### src/rtl/skd_pkg.sv
// skd_pkg: shared types and constants of the spectral kick detector.
// No dependencies; imported by skd_regs, skd_ctrl, skd_dp and the top level.
`default_nettype none
package skd_pkg;

    localparam int DEF_MAX_BANDS  = 32;
    localparam int DEF_HIST_DEPTH = 64;

    localparam int ADDR_W = 5;

    localparam logic [2:0] REG_KICK_ENABLE   = 3'd0;
    localparam logic [2:0] REG_END_BAND      = 3'd1;
    localparam logic [2:0] REG_HISTORY_LEN   = 3'd2;
    localparam logic [2:0] REG_RATIO_MARGIN  = 3'd3;
    localparam logic [2:0] REG_PEAK_FLOOR    = 3'd4;
    localparam logic [2:0] REG_REFRACTORY_US = 3'd5;

    typedef struct packed {
        logic        kick_enable;
        logic [5:0]  end_band;
        logic [6:0]  history_len;
        logic [15:0] ratio_margin;
        logic [15:0] peak_floor;
        logic [23:0] refractory_us;
    } t_cfg;

    typedef struct packed {
        logic accept;
        logic mul;
        logic div_step;
        logic finish;
        logic load;
    } t_cmd;

    typedef struct packed {
        logic frame_ok;
        logic hist_zero;
        logic div_last;
        logic out_free;
    } t_status;

endpackage
`default_nettype wire

### src/rtl/skd_ram.sv
// skd_ram: generic single-write, single-read RAM with registered read data.
// No dependencies.
`default_nettype none
module skd_ram #(
    parameter int WIDTH = 22,
    parameter int DEPTH = 64
) (
    input  wire logic                                  i_clk,
    input  wire logic                                  i_we,
    input  wire logic [(DEPTH > 1 ? $clog2(DEPTH) : 1)-1:0] i_waddr,
    input  wire logic [WIDTH-1:0]                      i_wdata,
    input  wire logic                                  i_re,
    input  wire logic [(DEPTH > 1 ? $clog2(DEPTH) : 1)-1:0] i_raddr,
    output logic      [WIDTH-1:0]                      o_rdata
);

    logic [WIDTH-1:0] r_mem [DEPTH];

    always_ff @(posedge i_clk) begin
        if (i_we) begin
            r_mem[i_waddr] <= i_wdata;
        end
        if (i_re) begin
            o_rdata <= r_mem[i_raddr];
        end
    end

endmodule
`default_nettype wire

### src/rtl/skd_regs.sv
// skd_regs: APB-style configuration register file.
// Depends on skd_pkg.
`default_nettype none
module skd_regs
    import skd_pkg::*;
(
    input  wire logic              i_clk,
    input  wire logic              i_rst_n,
    input  wire logic              psel,
    input  wire logic              penable,
    input  wire logic              pwrite,
    input  wire logic [ADDR_W-1:0] paddr,
    input  wire logic [31:0]       pwdata,
    output logic      [31:0]       prdata,
    output t_cfg                   o_cfg
);

    t_cfg       r_cfg;
    logic [2:0] idx;
    logic       wr;

    assign idx = paddr[ADDR_W-1:2];
    assign wr  = psel && penable && pwrite;

    always_ff @(posedge i_clk) begin
        if (!i_rst_n) begin
            r_cfg.kick_enable   <= 1'b1;
            r_cfg.end_band      <= 6'd4;
            r_cfg.history_len   <= 7'd8;
            r_cfg.ratio_margin  <= '0;
            r_cfg.peak_floor    <= '0;
            r_cfg.refractory_us <= '0;
        end else if (wr) begin
            case (idx)
                REG_KICK_ENABLE:   r_cfg.kick_enable   <= pwdata[0];
                REG_END_BAND:      r_cfg.end_band      <= pwdata[5:0];
                REG_HISTORY_LEN:   r_cfg.history_len   <= pwdata[6:0];
                REG_RATIO_MARGIN:  r_cfg.ratio_margin  <= pwdata[15:0];
                REG_PEAK_FLOOR:    r_cfg.peak_floor    <= pwdata[15:0];
                REG_REFRACTORY_US: r_cfg.refractory_us <= pwdata[23:0];
                default: ;
            endcase
        end
    end

    always_comb begin
        case (idx)
            REG_KICK_ENABLE:   prdata = {31'd0, r_cfg.kick_enable};
            REG_END_BAND:      prdata = {26'd0, r_cfg.end_band};
            REG_HISTORY_LEN:   prdata = {25'd0, r_cfg.history_len};
            REG_RATIO_MARGIN:  prdata = {16'd0, r_cfg.ratio_margin};
            REG_PEAK_FLOOR:    prdata = {16'd0, r_cfg.peak_floor};
            REG_REFRACTORY_US: prdata = {8'd0, r_cfg.refractory_us};
            default:           prdata = '0;
        endcase
    end

    assign o_cfg = r_cfg;

endmodule
`default_nettype wire

### src/rtl/skd_ctrl.sv
// skd_ctrl: frame sequencer for the kick detector (band intake, multiply,
// iterative divide, decision, result hand-off). Depends on skd_pkg.
`default_nettype none
module skd_ctrl
    import skd_pkg::*;
(
    input  wire logic i_clk,
    input  wire logic i_rst_n,
    input  wire logic i_s_valid,
    input  wire logic i_s_last,
    input  t_status   i_status,
    output logic      o_s_ready,
    output t_cmd      o_cmd
);

    typedef enum logic [4:0] {
        ST_IDLE = 5'b00001,
        ST_MUL  = 5'b00010,
        ST_DIV  = 5'b00100,
        ST_FIN  = 5'b01000,
        ST_LOAD = 5'b10000
    } t_state;

    t_state r_state, n_state;

    always_ff @(posedge i_clk) begin
        if (!i_rst_n) begin
            r_state <= ST_IDLE;
        end else begin
            r_state <= n_state;
        end
    end

    always_comb begin
        n_state = r_state;
        o_cmd   = '0;
        case (r_state)
            ST_IDLE: begin
                o_cmd.accept = i_s_valid;
                if (i_s_valid && i_s_last) begin
                    n_state = i_status.frame_ok ? ST_MUL : ST_LOAD;
                end
            end
            ST_MUL: begin
                o_cmd.mul = 1'b1;
                n_state   = i_status.hist_zero ? ST_FIN : ST_DIV;
            end
            ST_DIV: begin
                o_cmd.div_step = 1'b1;
                if (i_status.div_last) begin
                    n_state = ST_FIN;
                end
            end
            ST_FIN: begin
                o_cmd.finish = 1'b1;
                n_state      = ST_LOAD;
            end
            ST_LOAD: begin
                if (i_status.out_free) begin
                    o_cmd.load = 1'b1;
                    n_state    = ST_IDLE;
                end
            end
            default: n_state = ST_IDLE;
        endcase
    end

    assign o_s_ready = (r_state == ST_IDLE);

endmodule
`default_nettype wire

### src/rtl/skd_dp.sv
// skd_dp: kick detector datapath: band accumulators, power history ring,
// ratio divider, decision logic, output register. Depends on skd_pkg, skd_ram.
`default_nettype none
module skd_dp
    import skd_pkg::*;
#(
    parameter int MAX_BANDS  = DEF_MAX_BANDS,
    parameter int HIST_DEPTH = DEF_HIST_DEPTH
) (
    input  wire logic        i_clk,
    input  wire logic        i_rst_n,
    input  t_cfg             i_cfg,
    input  t_cmd             i_cmd,
    input  wire logic [15:0] i_band_value,
    input  wire logic        i_last,
    input  wire logic        i_analysis_valid,
    input  wire logic [19:0] i_frame_dt_us,
    output t_status          o_status,
    input  wire logic        i_m_ready,
    output logic             o_m_valid,
    output logic             o_kick_fired,
    output logic [15:0]      o_spike_ratio,
    output logic [19:0]      o_held_us,
    output logic [23:0]      o_cooldown_us
);

    localparam int CW  = $clog2(MAX_BANDS + 1);
    localparam int PW  = 16 + CW;
    localparam int LW  = $clog2(HIST_DEPTH + 1);
    localparam int HW  = (HIST_DEPTH > 1) ? $clog2(HIST_DEPTH) : 1;
    localparam int TW  = PW + LW;
    localparam int NW  = PW + LW + 8;
    localparam int RW  = 18 + TW;
    localparam int DCW = $clog2(NW + 1);

    // frame accumulators and history state
    logic [PW-1:0]  r_sum;
    logic [15:0]    r_peak;
    logic [CW-1:0]  r_bcnt;
    logic [31:0]    r_since;
    logic [TW-1:0]  r_total;
    logic [LW-1:0]  r_count;
    logic [HW-1:0]  r_head;
    // latched frame
    logic [PW-1:0]  r_power;
    logic [15:0]    r_fpeak;
    logic [19:0]    r_dt;
    // multiply / divide
    logic [NW-1:0]  r_num;
    logic [NW-1:0]  r_quo;
    logic [TW-1:0]  r_rem;
    logic [DCW-1:0] r_dcnt;
    logic signed [RW-1:0] r_rhs;
    // result and output register
    logic           r_res_fire;
    logic [15:0]    r_res_ratio;
    logic [19:0]    r_res_held;
    logic [23:0]    r_res_cool;
    logic           r_out_valid;
    logic           r_out_fire;
    logic [15:0]    r_out_ratio;
    logic [19:0]    r_out_held;
    logic [23:0]    r_out_cool;

    logic [PW-1:0]  ram_rdata;
    logic [5:0]     endb;
    logic           take;
    logic [PW-1:0]  sum_now;
    logic [15:0]    peak_now;
    logic [32:0]    since_sum;
    logic [31:0]    since_now;
    logic [8:0]     hl9;
    logic [LW-1:0]  len;
    logic [9:0]     old_raw;
    logic [HW-1:0]  oldest;
    logic           evict;
    logic [TW:0]    trial;
    logic           trial_ge;
    logic [PW+LW-1:0] prod;
    logic signed [16:0]   thr17;
    logic signed [RW-1:0] thr_ext;
    logic signed [RW-1:0] tot_ext;
    logic signed [RW-1:0] lhs;
    logic           hist_zero;
    logic           ratio_ok;
    logic           fire;
    logic [15:0]    ratio;
    logic [31:0]    since_fin;
    logic [23:0]    cool;
    logic [HW-1:0]  head_next;

    always_comb begin
        endb      = (i_cfg.end_band == '0) ? 6'd1 : i_cfg.end_band;
        take      = (8'(r_bcnt) < 8'(endb)) && (8'(r_bcnt) < 8'(MAX_BANDS));
        sum_now   = r_sum + (take ? PW'(i_band_value) : '0);
        peak_now  = (take && (i_band_value > r_peak)) ? i_band_value : r_peak;
        since_sum = {1'b0, r_since} + 33'(i_frame_dt_us);
        since_now = since_sum[32] ? '1 : since_sum[31:0];

        hl9 = 9'(i_cfg.history_len);
        if (hl9 == '0) begin
            len = LW'(1);
        end else if (hl9 > 9'(HIST_DEPTH)) begin
            len = LW'(HIST_DEPTH);
        end else begin
            len = LW'(hl9);
        end

        old_raw = 10'(r_head) + 10'(HIST_DEPTH) - 10'(r_count);
        if (old_raw >= 10'(HIST_DEPTH)) begin
            old_raw = old_raw - 10'(HIST_DEPTH);
        end
        oldest = HW'(old_raw);
        evict  = (r_count >= len);
        head_next = (r_head == HW'(HIST_DEPTH - 1)) ? '0 : r_head + HW'(1);

        trial    = {r_rem, r_quo[NW-1]};
        trial_ge = (trial >= {1'b0, r_total});
        prod     = (PW+LW)'(r_power) * (PW+LW)'(len);

        thr17   = $signed({i_cfg.ratio_margin[15], i_cfg.ratio_margin})
                  + 17'sd256;
        thr_ext = RW'(thr17);
        tot_ext = RW'($signed({1'b0, r_total}));
        lhs     = RW'(r_num);

        hist_zero = (r_total == '0);
        if (hist_zero) begin
            ratio    = 16'd256;
            ratio_ok = i_cfg.ratio_margin[15] || (i_cfg.ratio_margin == '0);
        end else begin
            ratio    = (|r_quo[NW-1:16]) ? 16'hFFFF : r_quo[15:0];
            ratio_ok = (lhs >= r_rhs);
        end
        fire = ratio_ok && (r_fpeak >= i_cfg.peak_floor)
               && (r_since > 32'(i_cfg.refractory_us));
        since_fin = fire ? '0 : r_since;
        cool = (32'(i_cfg.refractory_us) > since_fin)
               ? 24'(32'(i_cfg.refractory_us) - since_fin) : '0;
    end

    skd_ram #(
        .WIDTH(PW),
        .DEPTH(HIST_DEPTH)
    ) u_ring (
        .i_clk  (i_clk),
        .i_we   (i_cmd.finish),
        .i_waddr(r_head),
        .i_wdata(r_power),
        .i_re   (i_cmd.mul),
        .i_raddr(oldest),
        .o_rdata(ram_rdata)
    );

    always_ff @(posedge i_clk) begin
        if (!i_rst_n) begin
            r_sum   <= '0;
            r_peak  <= '0;
            r_bcnt  <= '0;
            r_since <= '0;
            r_total <= '0;
            r_count <= '0;
            r_head  <= '0;
        end else begin
            if (i_cmd.accept && i_last) begin
                r_sum   <= '0;
                r_peak  <= '0;
                r_bcnt  <= '0;
                r_since <= since_now;
            end else if (i_cmd.accept) begin
                r_sum  <= sum_now;
                r_peak <= peak_now;
                if (8'(r_bcnt) < 8'(MAX_BANDS)) begin
                    r_bcnt <= r_bcnt + CW'(1);
                end
            end
            if (i_cmd.finish) begin
                r_total <= r_total - (evict ? TW'(ram_rdata) : '0) + TW'(r_power);
                r_count <= r_count - (evict ? LW'(1) : '0) + LW'(1);
                r_head  <= head_next;
                if (fire) begin
                    r_since <= '0;
                end
            end
        end
    end

    always_ff @(posedge i_clk) begin
        if (i_cmd.accept && i_last) begin
            r_power <= sum_now;
            r_fpeak <= peak_now;
            r_dt    <= i_frame_dt_us;
            if (!o_status.frame_ok) begin
                r_res_fire  <= 1'b0;
                r_res_ratio <= '0;
                r_res_held  <= '0;
                r_res_cool  <= '0;
            end
        end
        if (i_cmd.mul) begin
            r_num  <= {prod, 8'h00};
            r_quo  <= {prod, 8'h00};
            r_rem  <= '0;
            r_dcnt <= DCW'(NW);
            r_rhs  <= thr_ext * tot_ext;
        end
        if (i_cmd.div_step) begin
            r_rem  <= trial_ge ? TW'(trial - {1'b0, r_total}) : TW'(trial);
            r_quo  <= {r_quo[NW-2:0], trial_ge};
            r_dcnt <= r_dcnt - DCW'(1);
        end
        if (i_cmd.finish) begin
            r_res_fire  <= fire;
            r_res_ratio <= ratio;
            r_res_held  <= fire ? r_dt : '0;
            r_res_cool  <= cool;
        end
        if (i_cmd.load) begin
            r_out_fire  <= r_res_fire;
            r_out_ratio <= r_res_ratio;
            r_out_held  <= r_res_held;
            r_out_cool  <= r_res_cool;
        end
    end

    always_ff @(posedge i_clk) begin
        if (!i_rst_n) begin
            r_out_valid <= 1'b0;
        end else if (i_cmd.load) begin
            r_out_valid <= 1'b1;
        end else if (i_m_ready) begin
            r_out_valid <= 1'b0;
        end
    end

    assign o_status.frame_ok  = i_analysis_valid && i_cfg.kick_enable;
    assign o_status.hist_zero = hist_zero;
    assign o_status.div_last  = (r_dcnt == DCW'(1));
    assign o_status.out_free  = !r_out_valid || i_m_ready;

    assign o_m_valid     = r_out_valid;
    assign o_kick_fired  = r_out_fire;
    assign o_spike_ratio = r_out_ratio;
    assign o_held_us     = r_out_held;
    assign o_cooldown_us = r_out_cool;

    a_empty_ring_zero_total: assert property (@(posedge i_clk) disable iff (!i_rst_n)
        (r_count == '0) |-> (r_total == '0))
        else $error("history total nonzero with empty ring");

    a_push_count_bounds: assert property (@(posedge i_clk) disable iff (!i_rst_n)
        i_cmd.finish |=> ((r_count != '0) && (r_count <= LW'(HIST_DEPTH))))
        else $error("ring count out of range after push");

    a_load_sets_valid: assert property (@(posedge i_clk) disable iff (!i_rst_n)
        i_cmd.load |=> o_m_valid)
        else $error("result load did not raise output valid");

endmodule
`default_nettype wire

### src/rtl/spectral_kick_detector.sv
// spectral_kick_detector: top level; joins register file, sequencer and datapath.
// Depends on skd_pkg, skd_regs, skd_ctrl, skd_dp (which holds skd_ram).
//
//  channel  | direction | beat qualifier             | payload
//  s_axis   | in        | s_axis_tvalid&s_axis_tready | band, dt, last, analysis valid
//  m_axis   | out       | m_axis_tvalid&m_axis_tready | ratio, held, cooldown, fired
//  apb      | in        | psel&penable&pwrite         | 6 config registers at 4*i
//
// The last beat of an invalid or disabled frame goes straight to the result load;
// else multiply runs, then, unless the history is empty, the one-bit-per-cycle
// restoring divider over NW bits (NW = numerator width, 37 at default parameters),
// then finish and load. Reset is synchronous, active low, and clears history state.
// A waiting result is held in the output register; band beats are still taken,
// and the next frame's result waits, with the input stalled, until that
// register frees.
`default_nettype none
module spectral_kick_detector
    import skd_pkg::*;
#(
    parameter int MAX_BANDS  = DEF_MAX_BANDS,
    parameter int HIST_DEPTH = DEF_HIST_DEPTH
) (
    input  wire logic              i_clk,
    input  wire logic              i_rst_n,
    input  wire logic              s_axis_tvalid,
    output logic                   s_axis_tready,
    input  wire logic [39:0]       s_axis_tdata,  // band_value[15:0], frame_dt_us[35:16]
    input  wire logic              s_axis_tlast,  // last_band
    input  wire logic              s_axis_tuser,  // analysis_valid
    output logic                   m_axis_tvalid,
    input  wire logic              m_axis_tready,
    output logic      [63:0]       m_axis_tdata,  // spike_ratio[15:0], held_us[35:16],
                                                  // cooldown_us[59:36]
    output logic                   m_axis_tuser,  // kick_fired
    input  wire logic              psel,
    input  wire logic              penable,
    input  wire logic              pwrite,
    input  wire logic [ADDR_W-1:0] paddr,
    input  wire logic [31:0]       pwdata,
    output logic      [31:0]       prdata,
    output logic                   pready
);

    t_cfg        cfg;
    t_cmd        cmd;
    t_status     status;
    logic [15:0] ratio;
    logic [19:0] held;
    logic [23:0] cool;

    assign pready = 1'b1;

    skd_regs u_regs (
        .i_clk  (i_clk),
        .i_rst_n(i_rst_n),
        .psel   (psel),
        .penable(penable),
        .pwrite (pwrite),
        .paddr  (paddr),
        .pwdata (pwdata),
        .prdata (prdata),
        .o_cfg  (cfg)
    );

    skd_ctrl u_ctrl (
        .i_clk    (i_clk),
        .i_rst_n  (i_rst_n),
        .i_s_valid(s_axis_tvalid),
        .i_s_last (s_axis_tlast),
        .i_status (status),
        .o_s_ready(s_axis_tready),
        .o_cmd    (cmd)
    );

    skd_dp #(
        .MAX_BANDS (MAX_BANDS),
        .HIST_DEPTH(HIST_DEPTH)
    ) u_dp (
        .i_clk           (i_clk),
        .i_rst_n         (i_rst_n),
        .i_cfg           (cfg),
        .i_cmd           (cmd),
        .i_band_value    (s_axis_tdata[15:0]),
        .i_last          (s_axis_tlast),
        .i_analysis_valid(s_axis_tuser),
        .i_frame_dt_us   (s_axis_tdata[35:16]),
        .o_status        (status),
        .i_m_ready       (m_axis_tready),
        .o_m_valid       (m_axis_tvalid),
        .o_kick_fired    (m_axis_tuser),
        .o_spike_ratio   (ratio),
        .o_held_us       (held),
        .o_cooldown_us   (cool)
    );

    assign m_axis_tdata = {4'd0, cool, held, ratio};

endmodule
`default_nettype wire

### config.mk
export PLATFORM = sky130hd
export DESIGN_NAME = spectral_kick_detector
export DESIGN_NICKNAME = d
export VERILOG_FILES = /design/src/rtl/skd_pkg.sv /design/src/rtl/skd_ram.sv /design/src/rtl/skd_regs.sv /design/src/rtl/skd_ctrl.sv /design/src/rtl/skd_dp.sv /design/src/rtl/spectral_kick_detector.sv
export SDC_FILE = /design/constraint.sdc
export NUM_CORES = 2
export LEC_CHECK = 0
export BUFFER_PORTS_ARGS = -buffer_cell sky130_fd_sc_hd__buf_4
export CORE_MARGIN = 10
export CORE_UTILIZATION = 49
export CTS_CLUSTER_SIZE = 30
export DETAILED_ROUTE_END_ITERATION = 8
export GPL_ROUTABILITY_DRIVEN = 0
export PLACE_DENSITY = 0.67
export SETUP_SLACK_MARGIN = 0.5
export SKIP_LAST_GASP = 1
export SYNTH_ARGS = -nofsm -noshare
export SYNTH_HDL_FRONTEND = slang
export SYNTH_SLANG_ARGS = --single-unit
export TNS_END_PERCENT = 20
### constraint.sdc
create_clock -name i_clk -period 19.55 [get_ports i_clk]
set_input_delay 0.9775 -clock i_clk [delete_from_list [all_inputs] [get_ports i_clk]]
set_output_delay 0.9775 -clock i_clk [all_outputs]
set_load 0.005 [all_outputs]
==> results.cfg <==
[run_status]
status = finished clean

[critical_path]
worst_setup_path_end_kind = flop
arrival_ps = 10210
r2r_cells = 25
crit_path_start_kind = flop
path_class = flop to flop
startpoint = u_regs.o_cfg[48]$_SDFFE_PN0P_
reg2reg_from = u_regs.o_cfg[48]$_SDFFE_PN0P_
worst_ep_required_time_ps = 20110
crit_fanout = 23

[hold_path]
hold_depth = 1
min_path_type = primary input to flop
hold_start = s_axis_tdata[27]

[clock_tree]
cts_made_buffers = 189
root_buffer = clkbuf_16
clockBufferDepth = 3
ctsResizeCount = 0
path_clk_slew_ps = 60
clk_latency_ps = 870
htreeDepth = 4
cts_hold_buffers = 0
post_cts_buffers = 0
cts.sinks = 1952
cts_tree = yes

[drt]
drt-pass1-iter-count = 6
drtAntennaViolNets = 0
drt_iter0_drc = 5919
vias_per_cell = 5.84
drc_errors = 0
wl_per_cell_um = 24.3
via_count = 62643
route.final.wire_length_um = 260000

[floorplanning]
io_pins = 186
die_x_um = 481
fp.dieArea_mm2 = 0.232
die_h_um = 481
rows = 169
initial_core_util_pct = 49.2
coreArea_mm2 = 0.212

[global_route]
grt_pass1_wl_um = 397000
antenna_found_initial = 10
grt_usage_pct = 22.4
grt_max_degree = 110
overflow = 0
grt_pass1_vias = 64098

[synth]
yosysMostFrequentCell = edfxtp_1
syn_inst = 7567
synthArstFlopShare_pct = 0
yosysSeqAreaShare_pct = 54.4
synth_commonest_cells = edfxtp_1, inv_1, nand2_1
synth.distinct_cells = 86
synth.area.top_cells = edfxtp_1, fa_1, mux4_2, ha_1, dfxtp_1
synth_top_area_share_pct = 50.7
synth-edff-count = 1758
ys_ff_latch = 1952
synth_area_leader_cell = edfxtp_1
netlist_area_mm2 = 0.104
syn_avg_cell_area_um2 = 13.8
synth_ff_type = edfxtp_1
synth_warnings = 0

[power_and_ir_drop]
p_leak_uw = 0.0431
ir_drop_mv = 0.0953
power_per_cell_area_mw_per_mm2 = 78.5

[placement]
dpl.hpwl_um = 167000
port-buffer-count = 158
placed_area_mm2 = 0.109

[sta]
tightest_slew_ps = 1280
fin_crit_ps = 9650
fin_worst_skew_ps = 84.3
report.final.slew_viol_count = 0
grt_setup_unrepaired = false
maxSlewHeadroom_pct = 13.9
fin_tns_setup_ps = 0
fin_crit_sh_pct = 49.4
finalSetupViolCount = 0
hold_violations = 0
timing.fmax_ghz = 0.104

[final_layout]
n_fill_cell = 16992
regArea_mm2 = 0.0567
final_area_mm2 = 0.115
postLayoutCoreUtil_pct = 54.5
layout-drive-gt1-share_pct = 15.3
nets = 8786
area_delta_synth_final_pct = 10.8
multiInputGateArea_mm2 = 0.0433

[run]
maxCapViolations = 0
-- sequential cells by signal, summed over array words and instances, names as in the netlist, 22 cells and up --
signal               count
u_dp.r_power            22
u_dp.r_since            32
u_dp.r_num              29
u_regs.o_cfg            70
u_dp.u_ring.o_rdata     22
u_dp.o_cooldown_us      24
u_dp.r_sum              22
u_dp.r_quo              37
u_dp.r_rhs              47
u_dp.u_ring.r_mem     1408
u_dp.r_total            29
u_dp.r_res_cool         24
u_dp.r_rem              29
-- cell families (layout without fill, tap and decap cells) --
kind of cell | Yosys count | in the layout | synth area share (%)
other | 2 | 19 | 0.00721
AND/OR/NAND/NOR | 1808 | 1808 | 8.02
AO/OA/AOI/OAI | 921 | 921 | 5.78
XOR/XNOR | 189 | 189 | 1.59
multiplexers | 528 | 528 | 10.4
buffers and inverters | 1201 | 1521 | 4.40
adder cells (fa/ha/maj) | 966 | 966 | 15.4
flip-flops | 1952 | 1952 | 54.4
-- power breakdown --
group          switching, µW  internal (µW)  leakage (µW)
Sequential              35.1           4640        0.0173
Clock                   1620           2090       0.00305
Combinational            446            233        0.0227
-- placed cells by master, fill, tap and decap left out, types with 34 or more instances in the layout --
| master | instances |
|---|---|
| edfxtp_1 | 1758 |
| inv_1 | 839 |
| nand2_1 | 815 |
| fa_1 | 529 |
| mux4_2 | 440 |
| ha_1 | 435 |
| buf_4 | 321 |
| a21oi_1 | 276 |
| nor2_1 | 263 |
| and2_1 | 212 |
| dfxtp_1 | 193 |
| clkbuf_16 | 192 |
| o21ai_0 | 140 |
| xnor2_1 | 114 |
| a21o_1 | 89 |
| nor3_1 | 76 |
| nand3_1 | 76 |
| a21boi_0 | 69 |
| nor2b_1 | 67 |
| a211oi_1 | 66 |
| xor2_1 | 65 |
| nor2_2 | 63 |
| o21a_1 | 61 |
| mux2i_1 | 56 |
| nand4_1 | 53 |
| clkinv_1 | 38 |
| clkinv_2 | 38 |
| nand2b_1 | 34 |
-- routing by layer --
| layer | part of all wire [%] | GRT usage, % | up-vias |
|---|---|---|---|
| met5 | 0.0077 | 0 | - |
| met4 | 3.5 | 7.54 | 2 |
| met3 | 8.4 | 4.16 | 450 |
| met2 | 47 | 35.5 | 2614 |
| met1 | 42 | 31.3 | 32107 |
| li1 | - | - | 27470 |
-- worst max-delay path, stage by stage (launching register included) --
cell	delay (ps)
dfxtp_1	520
ha_1	280
nand3_1	220
nor2_1	350
nand2_1	100
nand2_1	830
clkinv_1	860
nand2_1	270
fa_1	450
fa_1	490
inv_1	50
fa_1	490
fa_1	430
fa_1	490
inv_1	50
fa_1	520
inv_1	50
ha_1	350
nand3_1	170
or2_2	360
o31ai_1	620
a21oi_1	400
o31ai_1	510
a21oi_1	170
o21ai_0	230
xor2_1	100
-- layout make-up --
class / instances / share of cell area (%)
Multi-Input combinational cell: 4425 / 37.5
Sequential cell: 1952 / 49.1
Antenna cell: 6 / 0.0130
Tap cell: 2821 / 3.06
Clock inverter: 124 / 1.15
Timing Repair Buffer: 323 / 2.12
Clock buffer: 231 / 4.34
Inverter: 843 / 2.74
-- worst paths after layout --
| kind | slack, ps | endpoint |
|---|---|---|
| max reg2reg | 9900 | u_dp.r_rhs[43]$_DFFE_PN_ |
| min | 330 | u_dp.r_dt[11]$_DFFE_PP_ |
| max | 9900 | u_dp.r_rhs[43]$_DFFE_PN_ |
| min reg2reg | 420 | u_dp.o_held_us[19]$_DFFE_PP_ |
-- per-stage QoR --
step	total power [µW]	std cells	setup WS (ps)	hold WS [ps]
2_1_floorplan	5210	7578	12580	400
3_3_place_gp	5400	10364	10090	401
3_5_place_dp	5430	10364	9950	405
4_1_cts	9120	10719	9950	267
5_1_grt	9360	10720	9500	283
6_report	9060	10725	9900	334
No activity file was read; power rests on OpenSTA's default activity.
